`src/rtl/core/gpib_three_wire_handshake_assert.svh`:
```
// Assertion macros for the three-wire handshake block
`ifndef GPIB_THREE_WIRE_HANDSHAKE_ASSERT_SVH
`define GPIB_THREE_WIRE_HANDSHAKE_ASSERT_SVH
`ifndef ASSERT_OFF
`define GTWH_ASSERT(label, prop, msg) \
   label: assert property (@(posedge clock) disable iff (reset) prop) else $error(msg);
`define GTWH_ASSERT_ALWAYS(label, prop, msg) \
   label: assert property (@(posedge clock) prop) else $error(msg);
`else
`define GTWH_ASSERT(label, prop, msg)
`define GTWH_ASSERT_ALWAYS(label, prop, msg)
`endif
`endif

```
`src/rtl/core/gtwh_pkg.sv`:
```
// Types and constants for the three-wire handshake block
package gtwh_pkg;

   localparam int TIMER_BITS = 16;
   localparam int TIMEOUT_BITS = 16;
   localparam int CMP_BITS = 32;

   localparam logic [TIMER_BITS-1:0] TIMER_MAX = {TIMER_BITS{1'b1}};
   localparam logic [TIMEOUT_BITS-1:0] TIMEOUT_RESET = TIMEOUT_BITS'(1200);

   localparam logic [2:0] DRV_NRFD = 3'b001;
   localparam logic [2:0] DRV_NDAC = 3'b010;
   localparam logic [2:0] DRV_DAV  = 3'b100;
   localparam int DAV_BIT  = 2;
   localparam int NDAC_BIT = 1;
   localparam int NRFD_BIT = 0;

   localparam logic CSR_TIMEOUT_TICKS = 1'b0;
   localparam logic CSR_READ_WITH_EOI = 1'b1;

   typedef enum logic [2:0] {
      PH_IDLE           = 3'd0,
      PH_L_DAV_ASSERT   = 3'd1,
      PH_L_DAV_RELEASE  = 3'd2,
      PH_T_NDAC_ASSERT  = 3'd3,
      PH_T_NRFD_RELEASE = 3'd4,
      PH_T_NRFD_ASSERT  = 3'd5,
      PH_T_NDAC_RELEASE = 3'd6
   } phase_type;

   typedef enum logic [1:0] {
      REQ_TICK   = 2'd0,
      REQ_LISTEN = 2'd1,
      REQ_SEND   = 2'd2
   } req_code_type;

   typedef enum logic [2:0] {
      STAT_OK          = 3'd0,
      STAT_DAV_ASSERT  = 3'd1,
      STAT_DAV_RELEASE = 3'd2,
      STAT_ATN_DROP    = 3'd3,
      STAT_SEND_FAIL   = 3'd4
   } status_type;

   typedef struct packed {
      logic [1:0] req_type;
      logic [7:0] tx_byte;
      logic       dav_low;
      logic       nrfd_low;
      logic       ndac_low;
      logic       atn_low;
      logic       eoi_low;
      logic [7:0] bus_data;
   } item_type;

   typedef struct packed {
      logic       drive_nrfd;
      logic       drive_ndac;
      logic       drive_dav;
      logic [7:0] data_out;
      logic [7:0] rx_data;
      logic       rx_end;
      logic       busy_res;
      logic       done_res;
      logic [2:0] status;
   } result_type;

endpackage

```
`src/rtl/core/gpib_three_wire_handshake.sv`:
```
// Device-side IEEE-488 three-wire byte handshake engine, one transaction per bus tick
//
// Each req transaction is one tick of the bus: a request code (tick, listen, send),
// the byte to send and the sampled DAV, NRFD, NDAC, ATN, EOI and data lines.
// Each tick yields exactly one rsp transaction: line drive levels, the driven byte,
// the last captured byte with its EOI flag, busy, a one-tick done and a status.
// The csr port writes timeout_ticks (index 0) and read_with_eoi (index 1);
// write only while no handshake is running and no transaction is in flight.
// A request is taken into an input register, then the handshake step logic feeds
// the result register, which holds the result until rsp is taken. One transaction
// is taken every cycle while rsp_ready is high; the phase machine takes one step
// for each transaction.
// When rsp stalls, the result register holds and one further transaction waits in
// the input register; req_ready then drops until the result is taken.
// Reset (synchronous, active high) empties both registers, sets the machine idle
// with NRFD and NDAC driven, clears the timer and captured data, and loads the
// register defaults: timeout_ticks 1200, read_with_eoi 1.
module gpib_three_wire_handshake (
   input  logic       clock,
   input  logic       reset,
   input  logic       req_valid,
   output logic       req_ready,
   input  logic [1:0] req_type,
   input  logic [7:0] req_tx_byte,
   input  logic       req_dav_low,
   input  logic       req_nrfd_low,
   input  logic       req_ndac_low,
   input  logic       req_atn_low,
   input  logic       req_eoi_low,
   input  logic [7:0] req_bus_data,
   output logic       rsp_valid,
   input  logic       rsp_ready,
   output logic       rsp_drive_nrfd,
   output logic       rsp_drive_ndac,
   output logic       rsp_drive_dav,
   output logic [7:0] rsp_data_out,
   output logic [7:0] rsp_rx_data,
   output logic       rsp_rx_end,
   output logic       rsp_busy_res,
   output logic       rsp_done_res,
   output logic [2:0] rsp_status,
   input  logic       csr_wr_en,
   input  logic       csr_index,
   input  logic [15:0] csr_wdata
);

`include "gpib_three_wire_handshake_assert.svh"

   logic                              in_vld_ff, in_vld_in;
   gtwh_pkg::item_type                in_item_ff;
   logic                              out_vld_ff, out_vld_in;
   gtwh_pkg::result_type              out_res_ff, out_res_in;
   logic                              advance;

   logic [gtwh_pkg::TIMEOUT_BITS-1:0] timeout_ff;
   logic                              read_eoi_ff;

   gtwh_pkg::phase_type               phase_ff, phase_in;
   logic [gtwh_pkg::TIMER_BITS-1:0]   wait_timer_ff, wait_timer_in;
   logic                              atn_start_ff, atn_start_in;
   logic [7:0]                        captured_ff, captured_in;
   logic                              cap_end_ff, cap_end_in;
   logic [7:0]                        send_byte_ff, send_byte_in;
   logic [2:0]                        drives_ff, drives_in;

   logic                              done_in;
   gtwh_pkg::status_type              status_in;
   logic                              met;
   logic [gtwh_pkg::TIMER_BITS-1:0]   timer_inc;
   logic                              timed_out;
   logic                              atn_drop;

   assign advance   = in_vld_ff && (!out_vld_ff || rsp_ready);
   assign req_ready = !in_vld_ff || advance;

   always_comb begin
      in_vld_in = in_vld_ff;
      if (req_valid && req_ready) begin
         in_vld_in = 1'b1;
      end else if (advance) begin
         in_vld_in = 1'b0;
      end
      out_vld_in = out_vld_ff;
      if (advance) begin
         out_vld_in = 1'b1;
      end else if (rsp_ready) begin
         out_vld_in = 1'b0;
      end
   end

   // wait bookkeeping
   always_comb begin
      timer_inc = (wait_timer_ff == gtwh_pkg::TIMER_MAX) ? wait_timer_ff
                : wait_timer_ff + 1'b1;
      timed_out = (gtwh_pkg::CMP_BITS'(timer_inc) >= gtwh_pkg::CMP_BITS'(timeout_ff))
               || (timer_inc == gtwh_pkg::TIMER_MAX);
      atn_drop  = atn_start_ff && !in_item_ff.atn_low;
      unique case (phase_ff)
         gtwh_pkg::PH_L_DAV_ASSERT:   met = in_item_ff.dav_low;
         gtwh_pkg::PH_L_DAV_RELEASE:  met = !in_item_ff.dav_low;
         gtwh_pkg::PH_T_NDAC_ASSERT:  met = in_item_ff.ndac_low;
         gtwh_pkg::PH_T_NRFD_RELEASE: met = !in_item_ff.nrfd_low;
         gtwh_pkg::PH_T_NRFD_ASSERT:  met = in_item_ff.nrfd_low;
         gtwh_pkg::PH_T_NDAC_RELEASE: met = !in_item_ff.ndac_low;
         default:                     met = 1'b0;
      endcase
   end

   // next state
   always_comb begin
      phase_in      = phase_ff;
      wait_timer_in = wait_timer_ff;
      atn_start_in  = atn_start_ff;
      captured_in   = captured_ff;
      cap_end_in    = cap_end_ff;
      send_byte_in  = send_byte_ff;
      drives_in     = drives_ff;
      done_in       = 1'b0;
      status_in     = gtwh_pkg::STAT_OK;
      unique case (phase_ff)
         gtwh_pkg::PH_IDLE: begin
            priority if (in_item_ff.req_type == gtwh_pkg::REQ_LISTEN) begin
               drives_in     = gtwh_pkg::DRV_NDAC;
               cap_end_in    = 1'b0;
               phase_in      = gtwh_pkg::PH_L_DAV_ASSERT;
               wait_timer_in = '0;
               atn_start_in  = in_item_ff.atn_low;
            end else if (in_item_ff.req_type == gtwh_pkg::REQ_SEND) begin
               send_byte_in  = in_item_ff.tx_byte;
               drives_in     = '0;
               phase_in      = gtwh_pkg::PH_T_NDAC_ASSERT;
               wait_timer_in = '0;
               atn_start_in  = in_item_ff.atn_low;
            end else begin
            end
         end
         gtwh_pkg::PH_L_DAV_ASSERT, gtwh_pkg::PH_L_DAV_RELEASE,
         gtwh_pkg::PH_T_NDAC_ASSERT, gtwh_pkg::PH_T_NRFD_RELEASE,
         gtwh_pkg::PH_T_NRFD_ASSERT, gtwh_pkg::PH_T_NDAC_RELEASE: begin
            if (met) begin
               wait_timer_in = '0;
               atn_start_in  = in_item_ff.atn_low;
               unique case (phase_ff)
                  gtwh_pkg::PH_L_DAV_ASSERT: begin
                     cap_end_in  = read_eoi_ff && in_item_ff.eoi_low;
                     captured_in = in_item_ff.bus_data;
                     drives_in   = gtwh_pkg::DRV_NRFD;
                     phase_in    = gtwh_pkg::PH_L_DAV_RELEASE;
                  end
                  gtwh_pkg::PH_L_DAV_RELEASE: begin
                     drives_in     = gtwh_pkg::DRV_NRFD | gtwh_pkg::DRV_NDAC;
                     phase_in      = gtwh_pkg::PH_IDLE;
                     wait_timer_in = wait_timer_ff;
                     atn_start_in  = atn_start_ff;
                     done_in       = 1'b1;
                  end
                  gtwh_pkg::PH_T_NDAC_ASSERT: begin
                     phase_in = gtwh_pkg::PH_T_NRFD_RELEASE;
                  end
                  gtwh_pkg::PH_T_NRFD_RELEASE: begin
                     drives_in = gtwh_pkg::DRV_DAV;
                     phase_in  = gtwh_pkg::PH_T_NRFD_ASSERT;
                  end
                  gtwh_pkg::PH_T_NRFD_ASSERT: begin
                     phase_in = gtwh_pkg::PH_T_NDAC_RELEASE;
                  end
                  default: begin
                     drives_in     = '0;
                     phase_in      = gtwh_pkg::PH_IDLE;
                     wait_timer_in = wait_timer_ff;
                     atn_start_in  = atn_start_ff;
                     done_in       = 1'b1;
                  end
               endcase
            end else begin
               wait_timer_in = timer_inc;
               if (timed_out || atn_drop) begin
                  done_in  = 1'b1;
                  phase_in = gtwh_pkg::PH_IDLE;
                  priority if (phase_ff == gtwh_pkg::PH_L_DAV_ASSERT) begin
                     drives_in = gtwh_pkg::DRV_NRFD | gtwh_pkg::DRV_NDAC;
                     status_in = timed_out ? gtwh_pkg::STAT_DAV_ASSERT
                               : gtwh_pkg::STAT_ATN_DROP;
                  end else if (phase_ff == gtwh_pkg::PH_L_DAV_RELEASE) begin
                     status_in = timed_out ? gtwh_pkg::STAT_DAV_RELEASE
                               : gtwh_pkg::STAT_ATN_DROP;
                  end else begin
                     drives_in = '0;
                     status_in = timed_out ? gtwh_pkg::STAT_SEND_FAIL
                               : gtwh_pkg::STAT_ATN_DROP;
                  end
               end
            end
         end
         default: begin
            phase_in = gtwh_pkg::PH_IDLE;
         end
      endcase
   end

   // result fields
   always_comb begin
      out_res_in.drive_nrfd = drives_in[gtwh_pkg::NRFD_BIT];
      out_res_in.drive_ndac = drives_in[gtwh_pkg::NDAC_BIT];
      out_res_in.drive_dav  = drives_in[gtwh_pkg::DAV_BIT];
      out_res_in.data_out   = drives_in[gtwh_pkg::DAV_BIT] ? send_byte_in : 8'd0;
      out_res_in.rx_data    = captured_in;
      out_res_in.rx_end     = cap_end_in;
      out_res_in.busy_res   = (phase_in != gtwh_pkg::PH_IDLE);
      out_res_in.done_res   = done_in;
      out_res_in.status     = status_in;
   end

   always_ff @(posedge clock) begin
      if (reset) begin
         in_vld_ff     <= 1'b0;
         out_vld_ff    <= 1'b0;
         timeout_ff    <= gtwh_pkg::TIMEOUT_RESET;
         read_eoi_ff   <= 1'b1;
         phase_ff      <= gtwh_pkg::PH_IDLE;
         wait_timer_ff <= '0;
         atn_start_ff  <= 1'b0;
         captured_ff   <= '0;
         cap_end_ff    <= 1'b0;
         send_byte_ff  <= '0;
         drives_ff     <= gtwh_pkg::DRV_NRFD | gtwh_pkg::DRV_NDAC;
      end else begin
         in_vld_ff  <= in_vld_in;
         out_vld_ff <= out_vld_in;
         if (csr_wr_en) begin
            unique case (csr_index)
               gtwh_pkg::CSR_TIMEOUT_TICKS: timeout_ff  <= csr_wdata;
               gtwh_pkg::CSR_READ_WITH_EOI: read_eoi_ff <= csr_wdata[0];
               default: begin
               end
            endcase
         end
         if (advance) begin
            phase_ff      <= phase_in;
            wait_timer_ff <= wait_timer_in;
            atn_start_ff  <= atn_start_in;
            captured_ff   <= captured_in;
            cap_end_ff    <= cap_end_in;
            send_byte_ff  <= send_byte_in;
            drives_ff     <= drives_in;
         end
      end
   end

   always_ff @(posedge clock) begin
      if (req_valid && req_ready) begin
         in_item_ff.req_type <= req_type;
         in_item_ff.tx_byte  <= req_tx_byte;
         in_item_ff.dav_low  <= req_dav_low;
         in_item_ff.nrfd_low <= req_nrfd_low;
         in_item_ff.ndac_low <= req_ndac_low;
         in_item_ff.atn_low  <= req_atn_low;
         in_item_ff.eoi_low  <= req_eoi_low;
         in_item_ff.bus_data <= req_bus_data;
      end
      if (advance) begin
         out_res_ff <= out_res_in;
      end
   end

   assign rsp_valid      = out_vld_ff;
   assign rsp_drive_nrfd = out_res_ff.drive_nrfd;
   assign rsp_drive_ndac = out_res_ff.drive_ndac;
   assign rsp_drive_dav  = out_res_ff.drive_dav;
   assign rsp_data_out   = out_res_ff.data_out;
   assign rsp_rx_data    = out_res_ff.rx_data;
   assign rsp_rx_end     = out_res_ff.rx_end;
   assign rsp_busy_res   = out_res_ff.busy_res;
   assign rsp_done_res   = out_res_ff.done_res;
   assign rsp_status     = out_res_ff.status;

   `GTWH_ASSERT(a_fail_needs_done, rsp_valid && (rsp_status != gtwh_pkg::STAT_OK) |-> rsp_done_res, "failure status without done")
   `GTWH_ASSERT(a_done_not_busy, rsp_valid && rsp_done_res |-> !rsp_busy_res, "done while still busy")
   `GTWH_ASSERT(a_data_only_with_dav, rsp_valid && !rsp_drive_dav |-> (rsp_data_out == 8'd0), "data driven without DAV")
   `GTWH_ASSERT(a_timer_bound, (phase_ff != gtwh_pkg::PH_IDLE) |-> ((gtwh_pkg::CMP_BITS'(wait_timer_ff) < gtwh_pkg::CMP_BITS'(timeout_ff)) || (wait_timer_ff == '0)), "wait timer beyond timeout")
   `GTWH_ASSERT_ALWAYS(a_reset_idle, reset |=> !rsp_valid && req_ready, "pipeline not empty after reset")

endmodule
```
`config.mk`:
```
export PLATFORM = sky130hd
export DESIGN_NAME = gpib_three_wire_handshake
export DESIGN_NICKNAME = d
export VERILOG_FILES = /design/src/rtl/core/gtwh_pkg.sv /design/src/rtl/core/gpib_three_wire_handshake.sv
export VERILOG_INCLUDE_DIRS = /design/src /design/src/rtl/core
export SDC_FILE = /design/constraint.sdc
export NUM_CORES = 1
export LEC_CHECK = 0
export BUFFER_PORTS_ARGS = -buffer_cell sky130_fd_sc_hd__buf_2
export CAP_MARGIN = 20
export CORE_ASPECT_RATIO = 1.1
export CORE_UTILIZATION = 35
export CTS_BUF_LIST = sky130_fd_sc_hd__clkbuf_4
export CTS_CLUSTER_DIAMETER = 150
export DETAILED_ROUTE_END_ITERATION = 10
export GPL_TIMING_DRIVEN = 0
export PLACE_DENSITY = 0.55
export SYNTH_ARGS = -nofsm -noshare
export SYNTH_HDL_FRONTEND = slang
export SYNTH_SLANG_ARGS = --single-unit
```
`constraint.sdc`:
```
create_clock -name clock -period 3.7 [get_ports clock]
set_input_delay 0.74 -clock clock [delete_from_list [all_inputs] [get_ports clock]]
set_output_delay 0.74 -clock clock [all_outputs]
set_load 0.02 [all_outputs]
```
Word level (Yosys, flattened, before mapping):

Index checks and enable logic that the tools add are counted.

* register bits: 107
* input bits: 45
* output and inout port bits: 27
* word-level logic and storage cells: 122

* add/subtract/negate cells: 1
* $lt $le $gt $ge: 1
* equal/unequal tests: 14
* muxes and demuxes: 48
* bitwise operators: 3
* reduce and logical (&&, ||, !) cells: 27

Operators with widths (number)
* two-way mux 16 bit: 5
* two-way mux 8 bit: 6
* two-way mux 3 bit: 13
* equality test 16 bit (second input constant): 2
* case mux 16 bit (2 select lines): 1
* case mux 3 bit (4 select lines): 2
* adder 16 x 1 -> 16 bit (second input constant): 1
* >= comparator 16 bit: 1
* two-way mux 1 bit: 15
* case mux 3 bit (2 select lines): 2
* equality test 3 bit (second input constant): 3
* equality test 3 x 2 -> 1 bit (second input constant): 2
* logical NOT 1 bit: 6
* != test 3 bit (second input constant): 2
* case mux 1 bit (6 select lines): 1
* nonzero test 2 bit: 3
* OR reduction 6 bit: 1
* AND reduction 5 bit: 1
* logical AND 1 bit: 4
* logical OR 1 bit: 4
* != test 2 bit (second input constant): 2
* case mux 1 bit (2 select lines): 2
* AND reduction 2 bit: 2
* AND reduction 4 bit: 1
* 10 further kinds: 12

Longest topological paths before layout:

Gate-level depths: netlist (run 1).

* depth in word-level cells: 9
* depth in mapped cells: 16
* mapped depth without buffers: 15

Worst setup path before layout (run 1):

No wires, ideal clock.

* path type: register to register
* start: register wait_timer_ff[1] in the netlist's numbering
* end: register out_res_ff, in the netlist rsp_data_out[0] (data pin)
* library setup time: 0.273 ns
* data arrival time: 3.464 ns
* data required time: 3.427 ns
* slack: -0.038 ns
* stages on the path, launching flop included: 16
* path buffers: 2
* clock period less this slack: 3.738 ns
* path through: dfxtp_1 ha_1 nand3_1 or4_1 buf_2 clkbuf_1 xnor2_1 ha_1 nand2b_1 a211o_1 a21oi_1 or3_1 nand3_1 o21ai_2 a211oi_4 nor3_1

* longest elaborated chain between the ends: 8
* elaborated cells between the ends (all ways): 10
* classes of those cells: add/sub: 1; order compare: 1; eq/ne: 2; mux: 4; reduce/logical: 2

Ends and longest elaborated chain
* start, declared: RTL line gpib_three_wire_handshake.sv:59 `logic [gtwh_pkg::TIMER_BITS-1:0] wait_timer_ff, wait_timer_in;`
* start signal, assigned: RTL line gpib_three_wire_handshake.sv:240 `wait_timer_ff <= wait_timer_in;`
* adder 16 x 1 -> 16 bit / equality test 16 bit (equally long branches): RTL line gpib_three_wire_handshake.sv:94, gpib_three_wire_handshake.sv:93
* two-way mux 16 bit *: RTL line gpib_three_wire_handshake.sv:93 `timer_inc = (wait_timer_ff == gtwh_pkg::TIMER_MAX) ? wait_timer_ff`
* >= comparator 16 bit / equality test 16 bit (equally long branches): RTL line gpib_three_wire_handshake.sv:95, gpib_three_wire_handshake.sv:96
* logical OR 1 bit *: RTL line gpib_three_wire_handshake.sv:96 `|| (timer_inc == gtwh_pkg::TIMER_MAX);`
* logical OR 1 bit *: RTL line gpib_three_wire_handshake.sv:177 `if (timed_out || atn_drop) begin`
* two-way mux 3 bit *: RTL line gpib_three_wire_handshake.sv:177
* two-way mux 3 bit *: RTL line gpib_three_wire_handshake.sv:140 `if (met) begin`
* case mux 3 bit (2 select lines) *: RTL line gpib_three_wire_handshake.sv:120 `unique case (phase_ff)`
* end signal, assigned: RTL line gpib_three_wire_handshake.sv:262 `out_res_ff <= out_res_in;`
* end, declared: RTL line gpib_three_wire_handshake.sv:52 `gtwh_pkg::result_type out_res_ff, out_res_in;`

Every way passes the cells marked *; elsewhere a longest branch is shown, timed or not.
A chain may end at the register's enable or synchronous reset.

Worst setup path after layout (run 1):

* start: register wait_timer_ff[1] in the netlist's numbering
* end: register out_res_ff, in the netlist rsp_data_out[2] (data pin)

Same word-level chain as after synthesis.

==> results of run 1 <==
-- critical path, delay by kind of cell, from the launching register on --
kind                       cells  cell delay (ns)
buffers and inverters          3             0.48
AOI/OAI and AO/OA              5             1.06
adders and majority gates      2             0.40
xor gates and xnor gates       1             0.19
DFF                            1             0.39
and+or+nand+nor                7             1.02
-- power groups by stage --
stage                     Clock, mW  Combinational (mW)  Sequential [mW]
after floorplan                   0               0.149             1.35
after global placement            0               0.248             1.34
after detailed placement          0               0.254             1.34
after CTS                     0.674               0.286             1.31
after global routing          0.707               0.320             1.32
final                         0.646               0.290             1.31
-- what timing repair did --
item | 4_1_cts | 5_1_grt
pin swaps | 19 | 10
resized for setup | 64 | 16
hold buffers | 0 | 0
cloned | 1 | 0
endpoints found under the setup margin | 22 | 21
setup buffers | 19 | 2
-- cell families (layout without fill, tap and decap cells) --
family	count (synthesis)	in the layout	share of synthesized area
AO/OA/AOI/OAI	122	122	0.149
multiplexers	20	20	0.0397
AND/OR/NAND/NOR	231	231	0.207
buffers and inverters	66	174	0.0484
flip-flops	107	107	0.492
XOR/XNOR	11	11	0.0181
adder cells (fa/ha/maj)	19	19	0.0446
-- registers in the layout (all words and copies together) (netlist names), 3 cells and up --
signal,count
in_item_ff,23
send_byte_ff,8
rsp_status,3
wait_timer_ff,16
rsp_data_out,8
timeout_ff,16
rsp_rx_data,8
captured_ff,8
drives_ff,3
phase_ff,3
-- cell type report --
class / instances / area share
timing repair buffer: 92 / 0.0862
inverter: 32 / 0.0181
clock buffer: 9 / 0.0102
tap: 192 / 0.0362
buffer: 34 / 0.0275
multi-input combinational: 403 / 0.410
clock inverter: 7 / 0.0126
sequential: 107 / 0.399
-- cell usage after synthesis (4+ instances only) --
master | instances | area [um2]
sky130_fd_sc_hd__a211o_1 | 5 | 43.8
sky130_fd_sc_hd__a211oi_1 | 7 | 52.6
sky130_fd_sc_hd__a21oi_1 | 56 | 280
sky130_fd_sc_hd__buf_2 | 8 | 40.0
sky130_fd_sc_hd__clkbuf_1 | 24 | 90.1
sky130_fd_sc_hd__dfxtp_1 | 59 | 1180
sky130_fd_sc_hd__edfxtp_1 | 48 | 1440
sky130_fd_sc_hd__ha_1 | 19 | 238
sky130_fd_sc_hd__inv_1 | 32 | 120
sky130_fd_sc_hd__mux2_2 | 9 | 101
sky130_fd_sc_hd__mux2i_1 | 11 | 110
sky130_fd_sc_hd__nand2_1 | 70 | 263
sky130_fd_sc_hd__nand2b_1 | 10 | 62.6
sky130_fd_sc_hd__nand3_1 | 17 | 85.1
sky130_fd_sc_hd__nand4_1 | 5 | 31.3
sky130_fd_sc_hd__nor2_1 | 62 | 233
sky130_fd_sc_hd__nor2b_1 | 4 | 25.0
sky130_fd_sc_hd__nor3_1 | 32 | 160
sky130_fd_sc_hd__nor3b_1 | 7 | 52.6
sky130_fd_sc_hd__nor4_1 | 4 | 25.0
sky130_fd_sc_hd__o21ai_0 | 19 | 95.1
sky130_fd_sc_hd__xnor2_1 | 8 | 70.1
-- metal layers --
| metal | wire (um) | part of all wire | global-route usage | vias up |
|---|---|---|---|---|
| met3 | 628 | 0.044 | 0.0252 | 27 |
| met2 | 7100 | 0.50 | 0.322 | 129 |
| met4 | 397 | 0.028 | 0.0847 | 0 |
| met5 | 0 | 0 | 0 | - |
| li1 | - | - | - | 2265 |
| met1 | 6060 | 0.43 | 0.224 | 2145 |
-- per-stage QoR --
stage / instance area, um2 / setup TNS [ns] / utilization / power [mW]
floorplan: 5330 / 0 / - / 1.50
global placement: 5920 / -11.40 / 0.405 / 1.59
detailed placement: 5920 / -13.90 / 0.405 / 1.59
CTS: 6520 / 0 / 0.446 / 2.27
global route: 6630 / -0.874 / 0.454 / 2.34
finish: 6630 / 0 / 0.454 / 2.25
-- how the worst min path moves through the flow --
stage / start / to / slack (ns) / cells after the start
after global placement: send_byte_ff[6] / send_byte_ff[6] / 0.44 / 2
after global routing: req_tx_byte[6] / in_item_ff[19] / 0.37 / 1
after floorplan: send_byte_ff[0] / send_byte_ff[0] / 0.44 / 2
after detailed placement: send_byte_ff[1] / send_byte_ff[1] / 0.45 / 2
final: req_tx_byte[6] / in_item_ff[19] / 0.41 / 1
after CTS: req_tx_byte[6] / in_item_ff[19] / 0.37 / 1
==> flow_summary.html, run 1 <==
<table>
<tr><th>Metric</th><th>Value</th></tr>
<tr><th colspan="2">Place</th></tr>
<tr><td>Placed wire-length estimate after detailed placement</td><td>9990 um</td></tr>
<tr><td>Port Buffers</td><td>70</td></tr>
<tr><td>Worst slack, placed</td><td>-0.782 ns</td></tr>
<tr><td>Number of cells after detailed placement</td><td>about 840</td></tr>
<tr><td>Routability congestion estimate from global placement</td><td>0.872</td></tr>
<tr><th colspan="2">Cells and area</th></tr>
<tr><td>Total area of multi-input combinational cells</td><td>0.00272 mm2</td></tr>
<tr><td>Commonest non-fill, non-tap cells in the layout</td><td>sky130_fd_sc_hd__buf_2 (72), sky130_fd_sc_hd__nand2_1 (69), sky130_fd_sc_hd__nor2_1 (60)</td></tr>
<tr><td>Non-Filler Instances</td><td>876</td></tr>
<tr><td>Area taken by flip-flops and latches</td><td>0.00265 mm2</td></tr>
<tr><td>Share of final-layout standard cells stronger than drive strength 1</td><td>0.269</td></tr>
<tr><td>Number of filler cells placed in the layout</td><td>1436</td></tr>
<tr><td>Number of nets in the layout</td><td>roughly 740</td></tr>
<tr><td>Antenna Cells</td><td>0</td></tr>
<tr><td>Most common cell after layout, fill and taps aside</td><td>sky130_fd_sc_hd__buf_2</td></tr>
<tr><td>Layout area overhead</td><td>24.5%</td></tr>
<tr><th colspan="2">STA</th></tr>
<tr><td>Worst-margin pin slew</td><td>0.950 ns</td></tr>
<tr><td>RSZ-0062 raised after global routing</td><td>true</td></tr>
<tr><td>Final worst-path cycle share</td><td>0.995</td></tr>
<tr><td>Highest attainable clock frequency</td><td>0.272 GHz</td></tr>
<tr><td>Minimum clock period after layout</td><td>3.68 ns</td></tr>
<tr><td>Setup WS post-layout</td><td>0.0184 ns</td></tr>
<tr><td>Finish-stage setup viols</td><td>0</td></tr>
<tr><td>Max-slew violations</td><td>0</td></tr>
<tr><td>Hold Vio Cnt, Final</td><td>0</td></tr>
<tr><td>Fin Hold WS</td><td>0.411 ns</td></tr>
<tr><td>Max-Slew Margin vs Limit</td><td>0.364</td></tr>
<tr><td>Clock skew after layout</td><td>between 0.02 and 0.025 ns</td></tr>
<tr><th colspan="2">GRT</th></tr>
<tr><td>Overall track demand over capacity in global routing</td><td>0.185</td></tr>
<tr><td>Pin count of the biggest net entering global routing</td><td>35</td></tr>
<tr><td>GRT Residual Overflow</td><td>0</td></tr>
<tr><td>Global-route wire length before repair</td><td>~23000 um</td></tr>
<tr><td>Number of global-route vias before repair</td><td>~4500</td></tr>
<tr><td>Initial antenna violation count</td><td>0</td></tr>
<tr><th colspan="2">Power</th></tr>
<tr><td>Power Density</td><td>around 340 mW/mm2</td></tr>
<tr><td>Internal power summed over all cells</td><td>1.62 mW</td></tr>
<tr><td>Peak VDD IR</td><td>0.319 mV</td></tr>
<tr><td>Leakage power summed over all cells</td><td>2.61 nW</td></tr>
<tr><td>Clk pwr share</td><td>0.288</td></tr>
<tr><td>Net Switching</td><td>approximately 630 uW</td></tr>
<tr><td>Combinational cell fraction of total power</td><td>0.129</td></tr>
<tr><td>Register share of total power</td><td>0.583</td></tr>
<tr><td>Net switching fraction of the power</td><td>0.280</td></tr>
<tr><th colspan="2">Clocking</th></tr>
<tr><td>Number of clock buffers inserted by TritonCTS</td><td>9</td></tr>
<tr><td>H-Tree Depth</td><td>3</td></tr>
<tr><td>Clock root cell</td><td>sky130_fd_sc_hd__clkbuf_4</td></tr>
<tr><td>Clock tree from TritonCTS</td><td>done</td></tr>
<tr><td>Clock input transition at the sequential cells of the worst setup and hold paths</td><td>around 0.18 ns</td></tr>
<tr><td>Clk buf depth</td><td>2</td></tr>
<tr><td>Insertion delay to the later sink of the worst-skew pair</td><td>between 0.4 and 0.5 ns</td></tr>
<tr><td>Sinks on Clock Net</td><td>107</td></tr>
<tr><th colspan="2">Critical path</th></tr>
<tr><td>WP data arrival</td><td>4.03 ns</td></tr>
<tr><td>Critical-path cell list</td><td>ha_4, nand3_4, or4_4, buf_6, nand2_2, nor2_2, xnor2_2, ha_4, a211oi_2, nor2_1, o311ai_2, o211a_1, nand3_4, buf_4, o21ai_4, a211oi_4, buf_16, nor3_2</td></tr>
<tr><td>Endpoint kind of the worst setup timing path</td><td>register</td></tr>
<tr><td>CP Capture Point</td><td>rsp_data_out[2]</td></tr>
<tr><td>Register-to-Register Setup Slack</td><td>0.02 ns</td></tr>
<tr><td>CP Data Required Time</td><td>approximately 4 ns</td></tr>
<tr><td>Number of cells traversed by the worst register-to-register path</td><td>18</td></tr>
<tr><td>Cell type of the slowest stage on the worst timing path</td><td>sky130_fd_sc_hd__or4_4</td></tr>
<tr><td>Peak fanout along the critical path</td><td>5</td></tr>
<tr><td>Longest individual stage delay on the worst path</td><td>0.49 ns</td></tr>
<tr><td>Worst setup path category</td><td>reg -&gt; reg</td></tr>
<tr><td>Source of the worst register-to-register timing path</td><td>wait_timer_ff[1]</td></tr>
<tr><td>End of the worst register-to-register path</td><td>rsp_data_out[2]</td></tr>
<tr><td>Critical Path Source</td><td>wait_timer_ff[1]</td></tr>
<tr><td>Element type at the critical path start</td><td>register</td></tr>
<tr><th colspan="2">Job</th></tr>
<tr><td>Max-cap check violation count</td><td>0</td></tr>
<tr><th colspan="2">Floorplanning</th></tr>
<tr><td>Core region area</td><td>0.0146 mm2</td></tr>
<tr><td>Count of pins on the block boundary</td><td>72</td></tr>
<tr><td>DIE WIDTH</td><td>120 um</td></tr>
<tr><td>Height of the chip</td><td>131 um</td></tr>
<tr><td>Cell Rows</td><td>46</td></tr>
<tr><td>Starting utilization of the core area</td><td>0.364</td></tr>
<tr><td>Total die area</td><td>0.0157 mm2</td></tr>
<tr><th colspan="2">Route</th></tr>
<tr><td>DRC errors left</td><td>0</td></tr>
<tr><td>Remaining antenna violation count</td><td>0</td></tr>
<tr><td>DR pass1 iterations</td><td>5</td></tr>
<tr><td>Per-cell via count in the routed design</td><td>5.21</td></tr>
<tr><td>Count of routing violations after the opening detailed-route iteration</td><td>296</td></tr>
<tr><td>WL final</td><td>14200 um</td></tr>
<tr><td>DR vias</td><td>4566</td></tr>
<tr><td>Routed wire per std cell</td><td>16.2 um</td></tr>
<tr><th colspan="2">Status</th></tr>
<tr><td>Outcome</td><td>completed</td></tr>
<tr><th colspan="2">Yosys</th></tr>
<tr><td>Area of the mapped netlist</td><td>0.00533 mm2</td></tr>
<tr><td>Number of distinct library cell variants in the gate-level netlist after synthesis</td><td>60</td></tr>
<tr><td>Syn Inst Count</td><td>approximately 580</td></tr>
<tr><td>Fraction of the yosys area taken by sequential cells</td><td>0.492</td></tr>
<tr><td>Number of warnings issued by yosys</td><td>0</td></tr>
<tr><td>Number of enable-type register cells in the synthesized netlist</td><td>48</td></tr>
<tr><td>Most frequently used flop master after synthesis</td><td>sky130_fd_sc_hd__dfxtp_1</td></tr>
<tr><td>Post-synth ARST share</td><td>0</td></tr>
<tr><td>Post-synth net total</td><td>640</td></tr>
<tr><td>Avg Inst Size Synth</td><td>9.25 um2</td></tr>
<tr><td>Number of synthesized register bits</td><td>around 110</td></tr>
<tr><th colspan="2">Min path</th></tr>
<tr><td>Classification of the worst-slack hold path</td><td>in -&gt; reg</td></tr>
</table>
Power figures use the tool's default switching activity.
==> run 2: changes to the inputs <==
--- a/config.mk
+++ b/config.mk
@@ -7,13 +7,13 @@
 export NUM_CORES = 1
 export LEC_CHECK = 0
 export BUFFER_PORTS_ARGS = -buffer_cell sky130_fd_sc_hd__buf_2
-export CAP_MARGIN = 20
 export CORE_ASPECT_RATIO = 1.1
 export CORE_UTILIZATION = 35
 export CTS_BUF_LIST = sky130_fd_sc_hd__clkbuf_4
 export CTS_CLUSTER_DIAMETER = 150
 export DETAILED_ROUTE_END_ITERATION = 10
 export GPL_TIMING_DRIVEN = 0
+export MAX_ROUTING_LAYER = met4
 export PLACE_DENSITY = 0.55
 export SYNTH_ARGS = -nofsm -noshare
 export SYNTH_HDL_FRONTEND = slang
==> run 2 against run 1 <==
Routed wire length is 0.75% lower. Global-route usage increased by 0.25 points. Clock skew fell by 0.0031 ns. Clock power is 11% lower. Critical path depth decreased by 1. Total power down 3.6%. Setup slack better by 0.090 ns. Clock-buffer cell count stayed put. Combinational power down 2%. Sequential share of layout area rose by 0.58 points. Register-to-register slack improved by 0.09 ns. Utilization down 0.58 points.
==> flow_summary.html, run 2 (synthesis results as in run 1) <==
<table>
<tr><th>Metric</th><th>Value</th></tr>
<tr><th colspan="2">Status</th></tr>
<tr><td>Outcome</td><td>completed</td></tr>
<tr><th colspan="2">STA</th></tr>
<tr><td>Hold Vio Cnt, Final</td><td>0 (unchanged)</td></tr>
<tr><td>Final worst-path cycle share</td><td>0.971 (-0.0242)</td></tr>
<tr><td>Highest attainable clock frequency</td><td>0.278 GHz (+2.5%)</td></tr>
<tr><td>Finish-stage setup viols</td><td>0 (unchanged)</td></tr>
<tr><td>Minimum clock period after layout</td><td>3.59 ns (-0.0897 ns)</td></tr>
<tr><td>Setup TNS</td><td>0 ns (unchanged)</td></tr>
<tr><td>Worst-margin pin slew</td><td>1.14 ns (+0.187 ns)</td></tr>
<tr><td>RSZ-0062 raised after global routing</td><td>false</td></tr>
<tr><td>Clock skew after layout</td><td>0.0202 ns (-0.00311 ns)</td></tr>
<tr><td>Max-Slew Margin vs Limit</td><td>0.242 (-0.123)</td></tr>
<tr><td>Setup WS post-layout</td><td>0.108 ns (+0.0897 ns)</td></tr>
<tr><td>Max-slew violations</td><td>0 (unchanged)</td></tr>
<tr><th colspan="2">GRT</th></tr>
<tr><td>Global-route wire length before repair</td><td>22700 um (-1.4%)</td></tr>
<tr><td>Pin count of the biggest net entering global routing</td><td>35 (unchanged)</td></tr>
<tr><td>Initial antenna violation count</td><td>0 (unchanged)</td></tr>
<tr><td>GRT Residual Overflow</td><td>0 (unchanged)</td></tr>
<tr><td>Number of global-route vias before repair</td><td>4543 (+0.91%)</td></tr>
<tr><td>Overall track demand over capacity in global routing</td><td>0.188 (+0.00246)</td></tr>
<tr><th colspan="2">Floorplanning</th></tr>
<tr><td>Starting utilization of the core area</td><td>0.364 (unchanged)</td></tr>
<tr><td>DIE WIDTH</td><td>120 um (unchanged)</td></tr>
<tr><td>Height of the chip</td><td>131 um (unchanged)</td></tr>
<tr><td>Cell Rows</td><td>46 (unchanged)</td></tr>
<tr><td>Count of pins on the block boundary</td><td>72 (unchanged)</td></tr>
<tr><td>Total die area</td><td>0.0157 mm2 (unchanged)</td></tr>
<tr><td>Core region area</td><td>0.0146 mm2 (unchanged)</td></tr>
<tr><th colspan="2">Clocking</th></tr>
<tr><td>Number of clock buffers inserted by TritonCTS</td><td>9 (unchanged)</td></tr>
<tr><td>Clk buf depth</td><td>2 (unchanged)</td></tr>
<tr><td>Sinks on Clock Net</td><td>107 (unchanged)</td></tr>
<tr><td>H-Tree Depth</td><td>3 (unchanged)</td></tr>
<tr><td>Clock tree from TritonCTS</td><td>done</td></tr>
<tr><td>Insertion delay to the later sink of the worst-skew pair</td><td>0.49 ns (about the same)</td></tr>
<tr><td>Clock root cell</td><td>sky130_fd_sc_hd__clkbuf_4</td></tr>
<tr><td>Clock input transition at the sequential cells of the worst setup and hold paths</td><td>0.17 ns (about the same)</td></tr>
<tr><td>Count of hold buffers inserted by post-cts repair</td><td>0 (unchanged)</td></tr>
<tr><th colspan="2">Cells and area</th></tr>
<tr><td>Number of nets in the layout</td><td>743 (unchanged)</td></tr>
<tr><td>Registers with the most flip-flops</td><td>in_item_ff x23, timeout_ff x16, wait_timer_ff x16</td></tr>
<tr><td>Commonest non-fill, non-tap cells in the layout</td><td>sky130_fd_sc_hd__buf_2 (72), sky130_fd_sc_hd__nand2_1 (68), sky130_fd_sc_hd__nor2_1 (59)</td></tr>
<tr><td>Layout area overhead</td><td>22.9%</td></tr>
<tr><td>Largest register by flop count</td><td>in_item_ff</td></tr>
<tr><td>Share of final-layout standard cells stronger than drive strength 1</td><td>0.268 (-0.00146)</td></tr>
<tr><td>Total area of multi-input combinational cells</td><td>0.00271 mm2 (-0.51%)</td></tr>
<tr><td>Most common cell after layout, fill and taps aside</td><td>sky130_fd_sc_hd__buf_2</td></tr>
<tr><td>Area taken by flip-flops and latches</td><td>0.00265 mm2 (+0.14%)</td></tr>
<tr><td>Antenna Cells</td><td>0 (unchanged)</td></tr>
<tr><td>Number of filler cells placed in the layout</td><td>1473 (+2.6%)</td></tr>
<tr><td>Number of flip-flops in the largest register</td><td>23 (unchanged)</td></tr>
<tr><th colspan="2">Route</th></tr>
<tr><td>WL final</td><td>14100 um (-0.75%)</td></tr>
<tr><td>Per-cell via count in the routed design</td><td>5.29 (+1.4%)</td></tr>
<tr><td>DR pass1 iterations</td><td>7 (+2)</td></tr>
<tr><td>DRC errors left</td><td>0 (unchanged)</td></tr>
<tr><td>Count of routing violations after the opening detailed-route iteration</td><td>331 (+12%)</td></tr>
<tr><td>Routed wire per std cell</td><td>16.1 um (-0.75%)</td></tr>
<tr><td>Remaining antenna violation count</td><td>0 (unchanged)</td></tr>
<tr><td>DR vias</td><td>4631 (+1.4%)</td></tr>
<tr><th colspan="2">Place</th></tr>
<tr><td>Port Buffers</td><td>70 (unchanged)</td></tr>
<tr><td>Placed wire-length estimate after detailed placement</td><td>9870 um (-1.2%)</td></tr>
<tr><td>Worst slack, placed</td><td>-0.714 ns (+0.0678 ns)</td></tr>
<tr><td>Routability congestion estimate from global placement</td><td>0.878 (+0.75%)</td></tr>
<tr><th colspan="2">Critical path</th></tr>
<tr><td>Endpoint kind of the worst setup timing path</td><td>register</td></tr>
<tr><td>Critical Path Source</td><td>wait_timer_ff[0]</td></tr>
<tr><td>Critical Path Stages</td><td>17 (-1)</td></tr>
<tr><td>Combined buffer and inverter count along the critical path</td><td>2 (-1)</td></tr>
<tr><td>Worst setup path category</td><td>reg -&gt; reg</td></tr>
<tr><td>Source of the worst register-to-register timing path</td><td>wait_timer_ff[0]</td></tr>
<tr><td>CP Data Required Time</td><td>4.04 ns (about the same)</td></tr>
<tr><td>Longest individual stage delay on the worst path</td><td>0.55 ns (+0.06 ns)</td></tr>
<tr><td>Peak fanout along the critical path</td><td>5 (unchanged)</td></tr>
<tr><td>Cell type of the slowest stage on the worst timing path</td><td>sky130_fd_sc_hd__or4_4</td></tr>
<tr><td>CP Capture Point</td><td>rsp_data_out[4]</td></tr>
<tr><td>Element type at the critical path start</td><td>register</td></tr>
<tr><td>End of the worst register-to-register path</td><td>rsp_data_out[4]</td></tr>
<tr><td>Critical-path cell list</td><td>ha_4, nand3_4, or4_4, nand2_4, nor2_4, xnor2_2, ha_4, a211oi_2, nor2_1, o311ai_1, o211a_1, nand3_4, o21ai_4, a211oi_4, buf_6, buf_16, nor3_2</td></tr>
<tr><td>Number of cells traversed by the worst register-to-register path</td><td>17 (-1)</td></tr>
<tr><td>WP data arrival</td><td>3.94 ns (-0.09 ns)</td></tr>
<tr><td>Register-to-Register Setup Slack</td><td>0.11 ns (+0.09 ns)</td></tr>
<tr><td>Cell family with the largest share of critical-path delay</td><td>simple AND/OR/NAND/NOR gates</td></tr>
<tr><th colspan="2">Power</th></tr>
<tr><td>Internal power summed over all cells</td><td>1.54 mW (-4.7%)</td></tr>
<tr><td>Combinational cell fraction of total power</td><td>0.131 (+0.002)</td></tr>
<tr><td>Net switching fraction of the power</td><td>0.288 (+0.00823)</td></tr>
<tr><td>Clk pwr share</td><td>0.265 (-0.023)</td></tr>
<tr><td>Leakage power summed over all cells</td><td>2.57 nW (-1.3%)</td></tr>
<tr><td>Register share of total power</td><td>0.604 (+0.021)</td></tr>
<tr><td>Power Density</td><td>331 mW/mm2 (-2.3%)</td></tr>
<tr><td>Peak VDD IR</td><td>0.199 mV (-38%)</td></tr>
<tr><td>Net Switching</td><td>623 uW (-0.73%)</td></tr>
<tr><th colspan="2">Job</th></tr>
<tr><td>Max-cap check violation count</td><td>0 (unchanged)</td></tr>
<tr><th colspan="2">Min path</th></tr>
<tr><td>Classification of the worst-slack hold path</td><td>in -&gt; reg</td></tr>
<tr><td>Hold Path Stages</td><td>1 (unchanged)</td></tr>
</table>
## run 2: what timing repair did
item                                    in CTS  in global routing
pin swaps                                   14                 11
resized for setup                           52                 32
cloned                                       1                  0
endpoints found under the setup margin      22                 16
setup buffers                               21                  4
## run 2: cell type report
type                            count  share of cell area
Inverter                           32              0.0183
Timing Repair Buffer               95              0.0858
Buffer                             31              0.0218
Clock inverter                      7             0.00898
Clock buffer                        9              0.0103
Sequential cell                   107               0.405
Tap cell                          192              0.0367
Multi-Input combinational cell    403               0.413
## run 2: power groups by stage
stage	logic [mW]	registers (mW)	clock network, mW
2_1_floorplan	0.149	1.35	0
3_5_place_dp	0.253	1.34	0
6_report	0.285	1.31	0.573
3_3_place_gp	0.248	1.34	0
4_1_cts	0.288	1.31	0.601
5_1_grt	0.311	1.32	0.651
## run 2: stage by stage
stage          area, um2  hold WS (ns)  instances  total power, mW   util
6_report            6550         0.416        876             2.17  0.448
5_1_grt             6550         0.369        876             2.28  0.448
3_5_place_dp        5920         0.448        838             1.59  0.405
2_1_floorplan       5330         0.436        576             1.50      -
4_1_cts             6440         0.374        876             2.20  0.441
3_3_place_gp        5920         0.441        838             1.59  0.405
## run 2: how the worst min path moves through the flow
| stage | from | end | slack (ns) |
|---|---|---|---|
| after floorplan | send_byte_ff[0] | send_byte_ff[0] | 0.44 |
| after global placement | send_byte_ff[6] | send_byte_ff[6] | 0.44 |
| after detailed placement | send_byte_ff[1] | send_byte_ff[1] | 0.45 |
| after CTS | req_tx_byte[0] | in_item_ff[13] | 0.37 |
| after global routing | req_tx_byte[6] | in_item_ff[19] | 0.37 |
| final | req_tx_byte[6] | in_item_ff[19] | 0.42 |
## run 2: routing by layer
| layer | vias to the layer above | GRT usage | share of wire |
|---|---|---|---|
| met2 | 137 | 0.304 | 0.48 |
| met1 | 2196 | 0.225 | 0.44 |
| met5 | - | - | 0 |
| li1 | 2263 | - | - |
| met4 | 0 | 0.0986 | 0.035 |
| met3 | 35 | 0.0260 | 0.040 |
## run 2: worst reg2reg max path: cells and delay by family (launching register included)
family,cells,cell delay (ns)
AND/OR/NAND/NOR,7,1.09
AO/OA/AOI/OAI,5,1.08
flip-flops,1,0.40
adder cells (fa/ha/maj),2,0.40
buffers and inverters,2,0.28
XOR/XNOR,1,0.19
